$ cat config.mk
export PLATFORM = sky130hd
export DESIGN_NAME = joystick_change_event_encoder_unit
export DESIGN_NICKNAME = d
export VERILOG_FILES = /design/src/jcee_pkg.sv /design/src/jcee_front.sv /design/src/jcee_fifo.sv /design/src/jcee_back.sv /design/src/joystick_change_event_encoder_unit.sv
export SDC_FILE = /design/constraint.sdc
export NUM_CORES = 1
export LEC_CHECK = 0
export ABC_AREA = 1
export BUFFER_PORTS_ARGS = -buffer_cell sky130_fd_sc_hd__buf_2
export CAP_MARGIN = 20
export CORE_MARGIN = 8
export CORE_UTILIZATION = 50
export DETAILED_ROUTE_END_ITERATION = 6
export GPL_ROUTABILITY_DRIVEN = 0
export PLACE_DENSITY = 0.75
export SLEW_MARGIN = 20
export SYNTH_ARGS = -nofsm -noshare
export SYNTH_HDL_FRONTEND = slang
export SYNTH_HIERARCHICAL = 1
export SYNTH_SLANG_ARGS = --single-unit
export TNS_END_PERCENT = 10
$ cat constraint.sdc
create_clock -name clk -period 12.62 [get_ports clk]
set_input_delay 1.893 -clock clk [delete_from_list [all_inputs] [get_ports clk]]
set_output_delay 1.893 -clock clk [all_outputs]
set_load 0.01 [all_outputs]
$ cat src/jcee_pkg.sv
// shared types, constants and the event decode function of the joystick change-event encoder
package jcee_pkg;

    localparam int NUM_SLOTS = 16;
    localparam int SLOT_W    = $clog2(NUM_SLOTS);
    localparam int DELTA_W   = 9;
    localparam int VALUE_W   = 16;
    localparam int QDEPTH    = 2;
    localparam int QPTR_W    = $clog2(QDEPTH);
    localparam int QCNT_W    = $clog2(QDEPTH + 1);

    localparam logic [7:0] KEYS_RESET = 8'h2f;
    localparam logic [VALUE_W-1:0] AXIS_NEG = 16'h8000;
    localparam logic [VALUE_W-1:0] AXIS_POS = 16'h7fff;

    // bit positions in a joystick byte
    localparam int KEY_UP    = 0;
    localparam int KEY_LEFT  = 1;
    localparam int KEY_DOWN  = 2;
    localparam int KEY_RIGHT = 3;
    localparam int KEY_FIRE  = 5;

    // event slots of one frame, in emission order
    localparam logic [SLOT_W-1:0] SLOT_PZ_A  = 4'd0;
    localparam logic [SLOT_W-1:0] SLOT_PS_A  = 4'd1;
    localparam logic [SLOT_W-1:0] SLOT_PZ_B  = 4'd2;
    localparam logic [SLOT_W-1:0] SLOT_PS_B  = 4'd3;
    localparam logic [SLOT_W-1:0] SLOT_KEY_L = 4'd4;
    localparam logic [SLOT_W-1:0] SLOT_KEY_R = 4'd10;

    // offsets inside a key group
    localparam logic [2:0] OFF_UP    = 3'd0;
    localparam logic [2:0] OFF_LEFT  = 3'd1;
    localparam logic [2:0] OFF_DOWN  = 3'd2;
    localparam logic [2:0] OFF_RIGHT = 3'd3;
    localparam logic [2:0] OFF_FIRE  = 3'd4;
    localparam logic [2:0] OFF_SYNC  = 3'd5;

    typedef enum logic [1:0] {
        KIND_AXIS   = 2'd0,
        KIND_BUTTON = 2'd1,
        KIND_SYNC   = 2'd2
    } kind_t;

    typedef enum logic [1:0] {
        CODE_X    = 2'd0,
        CODE_Y    = 2'd1,
        CODE_Z    = 2'd2,
        CODE_FIRE = 2'd3
    } code_t;

    // one classified frame: which events to emit and what they need
    typedef struct packed {
        logic [NUM_SLOTS-1:0]      mask;
        logic signed [DELTA_W-1:0] delta_a;
        logic signed [DELTA_W-1:0] delta_b;
        logic [7:0]                left_keys;
        logic [7:0]                right_keys;
    } desc_t;

    typedef struct packed {
        logic               port;
        kind_t              kind;
        code_t              code;
        logic [VALUE_W-1:0] value;
    } event_t;

    function automatic logic [VALUE_W-1:0] sext_delta(input logic signed [DELTA_W-1:0] d);
        return {{(VALUE_W-DELTA_W){d[DELTA_W-1]}}, d};
    endfunction

    function automatic event_t ev_decode(input logic [SLOT_W-1:0] slot, input desc_t d);
        event_t     ev;
        logic       rport;
        logic [7:0] k;
        logic [2:0] off;
        rport    = (slot >= SLOT_KEY_R);
        k        = rport ? d.right_keys : d.left_keys;
        off      = rport ? 3'(slot - SLOT_KEY_R) : 3'(slot - SLOT_KEY_L);
        ev.port  = 1'b0;
        ev.kind  = KIND_SYNC;
        ev.code  = CODE_X;
        ev.value = '0;
        case (slot)
            SLOT_PZ_A:
            begin
                ev.kind  = KIND_AXIS;
                ev.code  = CODE_Z;
                ev.value = sext_delta(d.delta_a);
            end
            SLOT_PS_A:
            begin
                ev.kind = KIND_SYNC;
            end
            SLOT_PZ_B:
            begin
                ev.port  = 1'b1;
                ev.kind  = KIND_AXIS;
                ev.code  = CODE_Z;
                ev.value = sext_delta(d.delta_b);
            end
            SLOT_PS_B:
            begin
                ev.port = 1'b1;
            end
            default:
            begin
                ev.port = rport;
                case (off)
                    OFF_UP:
                    begin
                        ev.kind  = KIND_AXIS;
                        ev.code  = CODE_Y;
                        ev.value = k[KEY_UP] ? '0 : AXIS_NEG;
                    end
                    OFF_LEFT:
                    begin
                        ev.kind  = KIND_AXIS;
                        ev.code  = CODE_X;
                        ev.value = k[KEY_LEFT] ? '0 : AXIS_NEG;
                    end
                    OFF_DOWN:
                    begin
                        ev.kind  = KIND_AXIS;
                        ev.code  = CODE_Y;
                        ev.value = k[KEY_DOWN] ? '0 : AXIS_POS;
                    end
                    OFF_RIGHT:
                    begin
                        ev.kind  = KIND_AXIS;
                        ev.code  = CODE_X;
                        ev.value = k[KEY_RIGHT] ? '0 : AXIS_POS;
                    end
                    OFF_FIRE:
                    begin
                        ev.kind  = KIND_BUTTON;
                        ev.code  = CODE_FIRE;
                        ev.value = k[KEY_FIRE] ? '0 : VALUE_W'(1);
                    end
                    default:
                    begin
                        ev.kind = KIND_SYNC;
                    end
                endcase
            end
        endcase
        return ev;
    endfunction

endpackage

$ cat src/jcee_front.sv
// front end: keeps previous key and paddle values and classifies each frame into an event mask
module jcee_front (
    input  logic              clk,
    input  logic              rst_n,
    input  logic              take,
    input  logic              read_ok,
    input  logic [7:0]        left_keys,
    input  logic [7:0]        right_keys,
    input  logic [7:0]        paddle_a,
    input  logic [7:0]        paddle_b,
    output logic              q_push,
    output jcee_pkg::desc_t   q_data
);

    logic [7:0] prev_left_reg, prev_left_next;
    logic [7:0] prev_right_reg, prev_right_next;
    logic [7:0] prev_pa_reg, prev_pa_next;
    logic [7:0] prev_pb_reg, prev_pb_next;

    logic                                both_pad;
    logic signed [jcee_pkg::DELTA_W-1:0] da, db;
    logic                                emit_a, emit_b;
    logic [7:0]                          ch_l, ch_r;
    logic                                frame;

    assign frame    = take && read_ok;
    assign both_pad = (paddle_a != 8'd0) && (paddle_b != 8'd0);
    assign da       = $signed({1'b0, paddle_a}) - $signed({1'b0, prev_pa_reg});
    assign db       = $signed({1'b0, paddle_b}) - $signed({1'b0, prev_pb_reg});
    // small moves are jitter
    assign emit_a   = both_pad && (prev_pa_reg != 8'd0) && (da > 9'sd1 || da < -9'sd1);
    assign emit_b   = both_pad && (prev_pb_reg != 8'd0) && (db > 9'sd1 || db < -9'sd1);
    assign ch_l     = left_keys ^ prev_left_reg;
    assign ch_r     = right_keys ^ prev_right_reg;

    always_comb
    begin
        q_data            = '0;
        q_data.delta_a    = da;
        q_data.delta_b    = db;
        q_data.left_keys  = left_keys;
        q_data.right_keys = right_keys;
        q_data.mask[jcee_pkg::SLOT_PZ_A] = emit_a;
        q_data.mask[jcee_pkg::SLOT_PS_A] = emit_a;
        q_data.mask[jcee_pkg::SLOT_PZ_B] = emit_b;
        q_data.mask[jcee_pkg::SLOT_PS_B] = emit_b;
        q_data.mask[jcee_pkg::SLOT_KEY_L + jcee_pkg::OFF_UP]    = ch_l[jcee_pkg::KEY_UP];
        q_data.mask[jcee_pkg::SLOT_KEY_L + jcee_pkg::OFF_LEFT]  = ch_l[jcee_pkg::KEY_LEFT];
        q_data.mask[jcee_pkg::SLOT_KEY_L + jcee_pkg::OFF_DOWN]  = ch_l[jcee_pkg::KEY_DOWN];
        q_data.mask[jcee_pkg::SLOT_KEY_L + jcee_pkg::OFF_RIGHT] = ch_l[jcee_pkg::KEY_RIGHT];
        q_data.mask[jcee_pkg::SLOT_KEY_L + jcee_pkg::OFF_FIRE]  = ch_l[jcee_pkg::KEY_FIRE];
        q_data.mask[jcee_pkg::SLOT_KEY_L + jcee_pkg::OFF_SYNC]  = (ch_l != 8'd0);
        q_data.mask[jcee_pkg::SLOT_KEY_R + jcee_pkg::OFF_UP]    = ch_r[jcee_pkg::KEY_UP];
        q_data.mask[jcee_pkg::SLOT_KEY_R + jcee_pkg::OFF_LEFT]  = ch_r[jcee_pkg::KEY_LEFT];
        q_data.mask[jcee_pkg::SLOT_KEY_R + jcee_pkg::OFF_DOWN]  = ch_r[jcee_pkg::KEY_DOWN];
        q_data.mask[jcee_pkg::SLOT_KEY_R + jcee_pkg::OFF_RIGHT] = ch_r[jcee_pkg::KEY_RIGHT];
        q_data.mask[jcee_pkg::SLOT_KEY_R + jcee_pkg::OFF_FIRE]  = ch_r[jcee_pkg::KEY_FIRE];
        q_data.mask[jcee_pkg::SLOT_KEY_R + jcee_pkg::OFF_SYNC]  = (ch_r != 8'd0);
    end

    // frames that cause no event never enter the queue
    assign q_push = frame && (q_data.mask != '0);

    always_comb
    begin
        prev_left_next  = prev_left_reg;
        prev_right_next = prev_right_reg;
        prev_pa_next    = prev_pa_reg;
        prev_pb_next    = prev_pb_reg;
        if (frame)
        begin
            prev_left_next  = left_keys;
            prev_right_next = right_keys;
            if (both_pad)
            begin
                prev_pa_next = paddle_a;
                prev_pb_next = paddle_b;
            end
        end
    end

    always_ff @(posedge clk or negedge rst_n)
    begin
        if (!rst_n)
        begin
            prev_left_reg  <= jcee_pkg::KEYS_RESET;
            prev_right_reg <= jcee_pkg::KEYS_RESET;
            prev_pa_reg    <= 8'd0;
            prev_pb_reg    <= 8'd0;
        end
        else
        begin
            prev_left_reg  <= prev_left_next;
            prev_right_reg <= prev_right_next;
            prev_pa_reg    <= prev_pa_next;
            prev_pb_reg    <= prev_pb_next;
        end
    end

endmodule

$ cat src/jcee_fifo.sv
// short descriptor queue between the front and back ends
module jcee_fifo (
    input  logic              clk,
    input  logic              rst_n,
    input  logic              push,
    input  jcee_pkg::desc_t   wr_data,
    input  logic              pop,
    output jcee_pkg::desc_t   rd_data,
    output logic              full,
    output logic              empty
);

    jcee_pkg::desc_t                 mem_reg [jcee_pkg::QDEPTH];
    logic [jcee_pkg::QPTR_W-1:0]     wr_ptr_reg, wr_ptr_next;
    logic [jcee_pkg::QPTR_W-1:0]     rd_ptr_reg, rd_ptr_next;
    logic [jcee_pkg::QCNT_W-1:0]     count_reg, count_next;
    logic                            do_push, do_pop;

    assign full    = (count_reg == jcee_pkg::QCNT_W'(jcee_pkg::QDEPTH));
    assign empty   = (count_reg == '0);
    assign do_push = push && !full;
    assign do_pop  = pop && !empty;
    assign rd_data = mem_reg[rd_ptr_reg];

    always_comb
    begin
        wr_ptr_next = wr_ptr_reg;
        rd_ptr_next = rd_ptr_reg;
        count_next  = count_reg;
        if (do_push)
        begin
            wr_ptr_next = (wr_ptr_reg == jcee_pkg::QPTR_W'(jcee_pkg::QDEPTH - 1))
                          ? '0 : wr_ptr_reg + 1'b1;
        end
        if (do_pop)
        begin
            rd_ptr_next = (rd_ptr_reg == jcee_pkg::QPTR_W'(jcee_pkg::QDEPTH - 1))
                          ? '0 : rd_ptr_reg + 1'b1;
        end
        case ({do_push, do_pop})
            2'b10:   count_next = count_reg + 1'b1;
            2'b01:   count_next = count_reg - 1'b1;
            default: count_next = count_reg;
        endcase
    end

    always_ff @(posedge clk)
    begin
        if (do_push)
        begin
            mem_reg[wr_ptr_reg] <= wr_data;
        end
    end

    always_ff @(posedge clk or negedge rst_n)
    begin
        if (!rst_n)
        begin
            wr_ptr_reg <= '0;
            rd_ptr_reg <= '0;
            count_reg  <= '0;
        end
        else
        begin
            wr_ptr_reg <= wr_ptr_next;
            rd_ptr_reg <= rd_ptr_next;
            count_reg  <= count_next;
        end
    end

endmodule

$ cat src/jcee_back.sv
// back end: walks a frame's event mask into the output reg, one per cycle unless stalled
module jcee_back (
    input  logic                             clk,
    input  logic                             rst_n,
    input  jcee_pkg::desc_t                  q_data,
    input  logic                             q_empty,
    output logic                             q_pop,
    input  logic                             pop,
    output logic                             empty,
    output logic                             port,
    output logic [1:0]                       kind,
    output logic [1:0]                       code,
    output logic signed [jcee_pkg::VALUE_W-1:0] value,
    output logic                             last
);

    jcee_pkg::desc_t               cur_reg, cur_next;
    logic                          out_valid_reg, out_valid_next;
    jcee_pkg::event_t              out_ev_reg, out_ev_next;
    logic                          out_last_reg, out_last_next;

    logic                          advance;
    logic                          busy;
    logic [jcee_pkg::SLOT_W-1:0]   slot;
    logic [jcee_pkg::NUM_SLOTS-1:0] rem;
    logic                          emit;
    jcee_pkg::event_t              ev;

    assign busy    = (cur_reg.mask != '0);
    assign advance = !out_valid_reg || pop;
    assign emit    = busy && advance;
    assign rem     = cur_reg.mask & (cur_reg.mask - 1'b1);
    // load the next frame when idle or when the current one hands out its final event
    assign q_pop   = !q_empty && (!busy || (emit && rem == '0));

    always_comb
    begin
        slot = '0;
        for (int i = jcee_pkg::NUM_SLOTS - 1; i >= 0; i--)
        begin
            if (cur_reg.mask[i])
            begin
                slot = jcee_pkg::SLOT_W'(i);
            end
        end
    end

    assign ev = jcee_pkg::ev_decode(slot, cur_reg);

    always_comb
    begin
        cur_next       = cur_reg;
        out_valid_next = out_valid_reg;
        out_ev_next    = out_ev_reg;
        out_last_next  = out_last_reg;
        if (emit)
        begin
            cur_next.mask = rem;
            out_ev_next   = ev;
            out_last_next = (rem == '0);
        end
        if (q_pop)
        begin
            cur_next = q_data;
        end
        if (advance)
        begin
            out_valid_next = emit;
        end
    end

    always_ff @(posedge clk or negedge rst_n)
    begin
        if (!rst_n)
        begin
            cur_reg       <= '0;
            out_valid_reg <= 1'b0;
            out_ev_reg    <= '0;
            out_last_reg  <= 1'b0;
        end
        else
        begin
            cur_reg       <= cur_next;
            out_valid_reg <= out_valid_next;
            out_ev_reg    <= out_ev_next;
            out_last_reg  <= out_last_next;
        end
    end

    assign empty = !out_valid_reg;
    assign port  = out_ev_reg.port;
    assign kind  = out_ev_reg.kind;
    assign code  = out_ev_reg.code;
    assign value = out_ev_reg.value;
    assign last  = out_last_reg;

endmodule

$ cat src/joystick_change_event_encoder_unit.sv
// top level of the joystick change-event encoder
//
//  channel | handshake     | payload
//  --------+---------------+-------------------------------------------------
//  frame   | push / full   | read_ok, left_keys, right_keys, paddle_a, paddle_b
//  event   | empty / pop   | port, kind, code, value, last
//
// a frame is classified in the cycle it is accepted; one accepted frame per cycle
// while the two-entry descriptor queue has room
// a frame with n events (0 to 16) holds the back-end sequencer until all n are handed out,
// one event per cycle while pop does not stall, so the sustained rate is set by the event
// count of each frame; its events go via the queue and frame register to the output register
// reset clears the stored key bytes to 0x2f, the paddles to zero and empties the queue
// a stalled pop only holds the back end; the front keeps taking frames until the queue fills
module joystick_change_event_encoder_unit (
    input  logic                                clk,
    input  logic                                rst_n,
    input  logic                                push,
    output logic                                full,
    input  logic                                read_ok,
    input  logic [7:0]                          left_keys,
    input  logic [7:0]                          right_keys,
    input  logic [7:0]                          paddle_a,
    input  logic [7:0]                          paddle_b,
    output logic                                empty,
    input  logic                                pop,
    output logic                                port,
    output logic [1:0]                          kind,
    output logic [1:0]                          code,
    output logic signed [jcee_pkg::VALUE_W-1:0] value,
    output logic                                last
);

    logic            q_push, q_pop, q_full, q_empty;
    jcee_pkg::desc_t q_wr, q_rd;

    assign full = q_full;

    jcee_front u_front (
        .clk        (clk),
        .rst_n      (rst_n),
        .take       (push && !q_full),
        .read_ok    (read_ok),
        .left_keys  (left_keys),
        .right_keys (right_keys),
        .paddle_a   (paddle_a),
        .paddle_b   (paddle_b),
        .q_push     (q_push),
        .q_data     (q_wr)
    );

    jcee_fifo u_fifo (
        .clk     (clk),
        .rst_n   (rst_n),
        .push    (q_push),
        .wr_data (q_wr),
        .pop     (q_pop),
        .rd_data (q_rd),
        .full    (q_full),
        .empty   (q_empty)
    );

    jcee_back u_back (
        .clk     (clk),
        .rst_n   (rst_n),
        .q_data  (q_rd),
        .q_empty (q_empty),
        .q_pop   (q_pop),
        .pop     (pop),
        .empty   (empty),
        .port    (port),
        .kind    (kind),
        .code    (code),
        .value   (value),
        .last    (last)
    );

    // every frame's event group closes with a sync
    a_last_is_sync: assert property (@(posedge clk) disable iff (!rst_n)
        (!empty && last) |-> (kind == jcee_pkg::KIND_SYNC))
        else $error("final event of a frame is not a sync");

    a_sync_clean: assert property (@(posedge clk) disable iff (!rst_n)
        (!empty && kind == jcee_pkg::KIND_SYNC) |-> (code == jcee_pkg::CODE_X && value == '0))
        else $error("sync event carries nonzero code or value");

    a_z_range: assert property (@(posedge clk) disable iff (!rst_n)
        (!empty && kind == jcee_pkg::KIND_AXIS && code == jcee_pkg::CODE_Z)
        |-> (value <= 16'sd254 && value >= -16'sd254 && value != 16'sd1
             && value != -16'sd1 && value != 16'sd0))
        else $error("paddle delta out of range");

    a_no_overflow: assert property (@(posedge clk) disable iff (!rst_n)
        q_push |-> !q_full)
        else $error("descriptor written into a full queue");

endmodule
==> flow_summary.ini <==
[placed_design]
hpwlAfterDp_mm = 13.3
placed_cells = 1379
io_buffers = 60

[critical_path]
start_kind = input pin
arrival_ns = 4.66
critPathCaptureType = register
crit_chain = buf_2 > inv_1 > ha_1 > inv_1 > fa_1 > nand2_1 > nand2_1 > nand3_2 > nand3_1 > nand2_2 > nor2_1 > nand2_1 > nand3_1 > nand2_1 > nor2_1 > nor2_1 > nand3_1 > inv_1 > buf_4
crit_type = in -> reg
cp_common_cell = nand2_1
slowest_delay_ns = 0.50
cp_max_fo = 35
worst_ep_required_time_ns = 12.68
cpLargestDelayFamily = simple AND/OR/NAND/NOR gates
crit_slowest_cell = buf_4
timing.critical_path.buf_inv = 5

[logic_synthesis]
postSynthAreaPerCell_sq_um = 8.46
syn_nets = 1186
synth_warnings = 6
syn-cell-area_sq_um = 9550
syn_inst = 1129

[clock_tree]
post_cts_buffers = 0
postCtsHoldBufs = 0
cts-root-buf = clkbuf_16
cts.sinks = 185
clk_pin_slew_worst_paths_ns = 0.06
cts-resized-gates = 0
cts_tree = yes
clk_latency_ns = 0.42
clockBufferDepth = 2
htreeDepth = 4
cts_buffers = 17

[timing]
timing.final.crit_share_pct = 36.4
fmax_ghz = 0.218
finalHoldViolCount = 0
maxSlewHeadroom_pct = 35.9
min_period_ns = 4.60
rsz0062_at_grt = false
finClkSkew_ns = 0.0103
worstMarginPinSlew_ns = 0.962
tns_ns = 0
setup_viol = 0
finalMaxSlewViolations = 0

[pwr]
power.internal_mw = 1.56
ir_worst_vdd_v = 0.000129
swShare_pct = 43.1
sequentialPowerShare_pct = 35.1
p_leak_nw = 5.13
pwr-share-clk_pct = 19.7
powerDensity_nw_per_um2 = 262
pwr-share-comb_pct = 45.2
power.switching_mw = 1.18

[global_route]
grt_pass1_wl_mm = 32.4
overflow = 0
grt_max_degree = 60
antenna_found_initial = 0
grt_pass1_vias = 6892
grt_usage_pct = 16.5

[finish]
diodes = 0
layout-drive-gt1-share_pct = 14.4
fin_util_pct = 55.8
area_growth_syn_to_layout_pct = 9.29
fill_cells = 1658
fin_cells = 1411
largest_reg_flops = 88
nets = 1221

[floorplanning]
die_y_microns = 154
die_x_microns = 154
pin_count = 61
num_rows = 50
die_area_sq_um = 23800
start_util_pct = 51.1
core-area_sq_um = 18700

[route]
routed_via_density = 5.04
ant_nets = 0
drt_wl_total_mm = 19.0
wire_per_inst_microns = 13.5
drt_iter0_drc = 503
drtPass1Iterations = 5
drc = 0
routed-via-count = 7112

[run]
timing.max_cap.violations = 0

[run_status]
outcome = completed

[hold_path]
hp-class = reg -> reg
worst min-delay path: cells and delay by family, from the launching register on:
kind	cells	cell delay [ns]
DFF	1	0.34
and+or+nand+nor	2	0.09
per-layer routing:
metal | GRT usage (%) | wire (microns) | vias up
li1 | - | - | 3642
met1 | 22.8 | 9300 | 3282
met2 | 25.8 | 8650 | 171
met3 | 2.79 | 869 | 17
met4 | 5.51 | 200 | 0
met5 | 0 | 0 | -
power by group through the flow:
stage                     Combinational, mW  Sequential (mW)  Clock (mW)
after CTS                              1.24            0.961       0.549
final                                  1.24            0.961       0.539
after floorplan                       0.996            0.953           0
after global placement                 1.20            0.965           0
after detailed placement               1.23            0.972           0
after global routing                   1.41            0.984       0.572
worst paths after layout:
check	from	end	slack, ns	depth (start not counted)
worst max-delay path	paddle_a[0]	u_fifo/mem_reg[0][22]	8.02	19
worst min-delay path	u_back/cur_reg[26]	u_back/cur_reg[26]	0.47	2
worst max register to register	u_front/prev_pa_reg[0]	u_fifo/mem_reg[0][22]	9.29	17
worst min register to register	u_back/cur_reg[26]	u_back/cur_reg[26]	0.47	2
max in group asynchronous	rst_n	u_front/prev_pb_reg[0]	10.03	2
min in group asynchronous	rst_n	u_back/out_valid_reg	1.42	1
placed cells by master, fill, tap and decap left out, drive strengths merged:
| cell type | n |
|---|---|
| mux2i | 1 |
| clkinv | 6 |
| nand3 | 61 |
| fa | 1 |
| nand4 | 12 |
| xor2 | 8 |
| o31ai | 1 |
| o21ai | 9 |
| nor2 | 92 |
| clkbuf | 18 |
| inv | 119 |
| nand2 | 485 |
| a31oi | 2 |
| xnor2 | 9 |
| a21oi | 32 |
| o2111ai | 1 |
| edfxtp | 88 |
| dfstp | 10 |
| nor3 | 5 |
| or2 | 6 |
| ha | 19 |
| a21o | 1 |
| buf | 66 |
| dfrtp | 87 |
| bufinv | 3 |
| nor4 | 12 |
| o211ai | 15 |
| clkinvlp | 4 |
| nand3b | 4 |
through the flow:
stage / instance area (sq um) / total power, mW / hold slack [ns] / setup WS (ns)
CTS: 10400 / 2.75 / 0.476 / 8.10
global route: 10400 / 2.97 / 0.492 / 7.76
global placement: 9830 / 2.16 / 0.450 / 7.73
finish: 10400 / 2.74 / 0.470 / 8.02
floorplan: 9550 / 1.95 / 0.434 / 6.89
detailed placement: 9830 / 2.20 / 0.454 / 7.66
cell type report:
type | count | area (sq um) | share of cell area, %
timing repair buffer | 66 | 348 | 3.33
clock inverter | 14 | 173 | 1.65
clock buffer | 18 | 429 | 4.11
inverter | 118 | 448 | 4.29
multi-input combinational | 776 | 3660 | 35.1
tap | 234 | 293 | 2.81
sequential | 185 | 5080 | 48.7
Note: power is estimated with default switching activity, not from simulation.
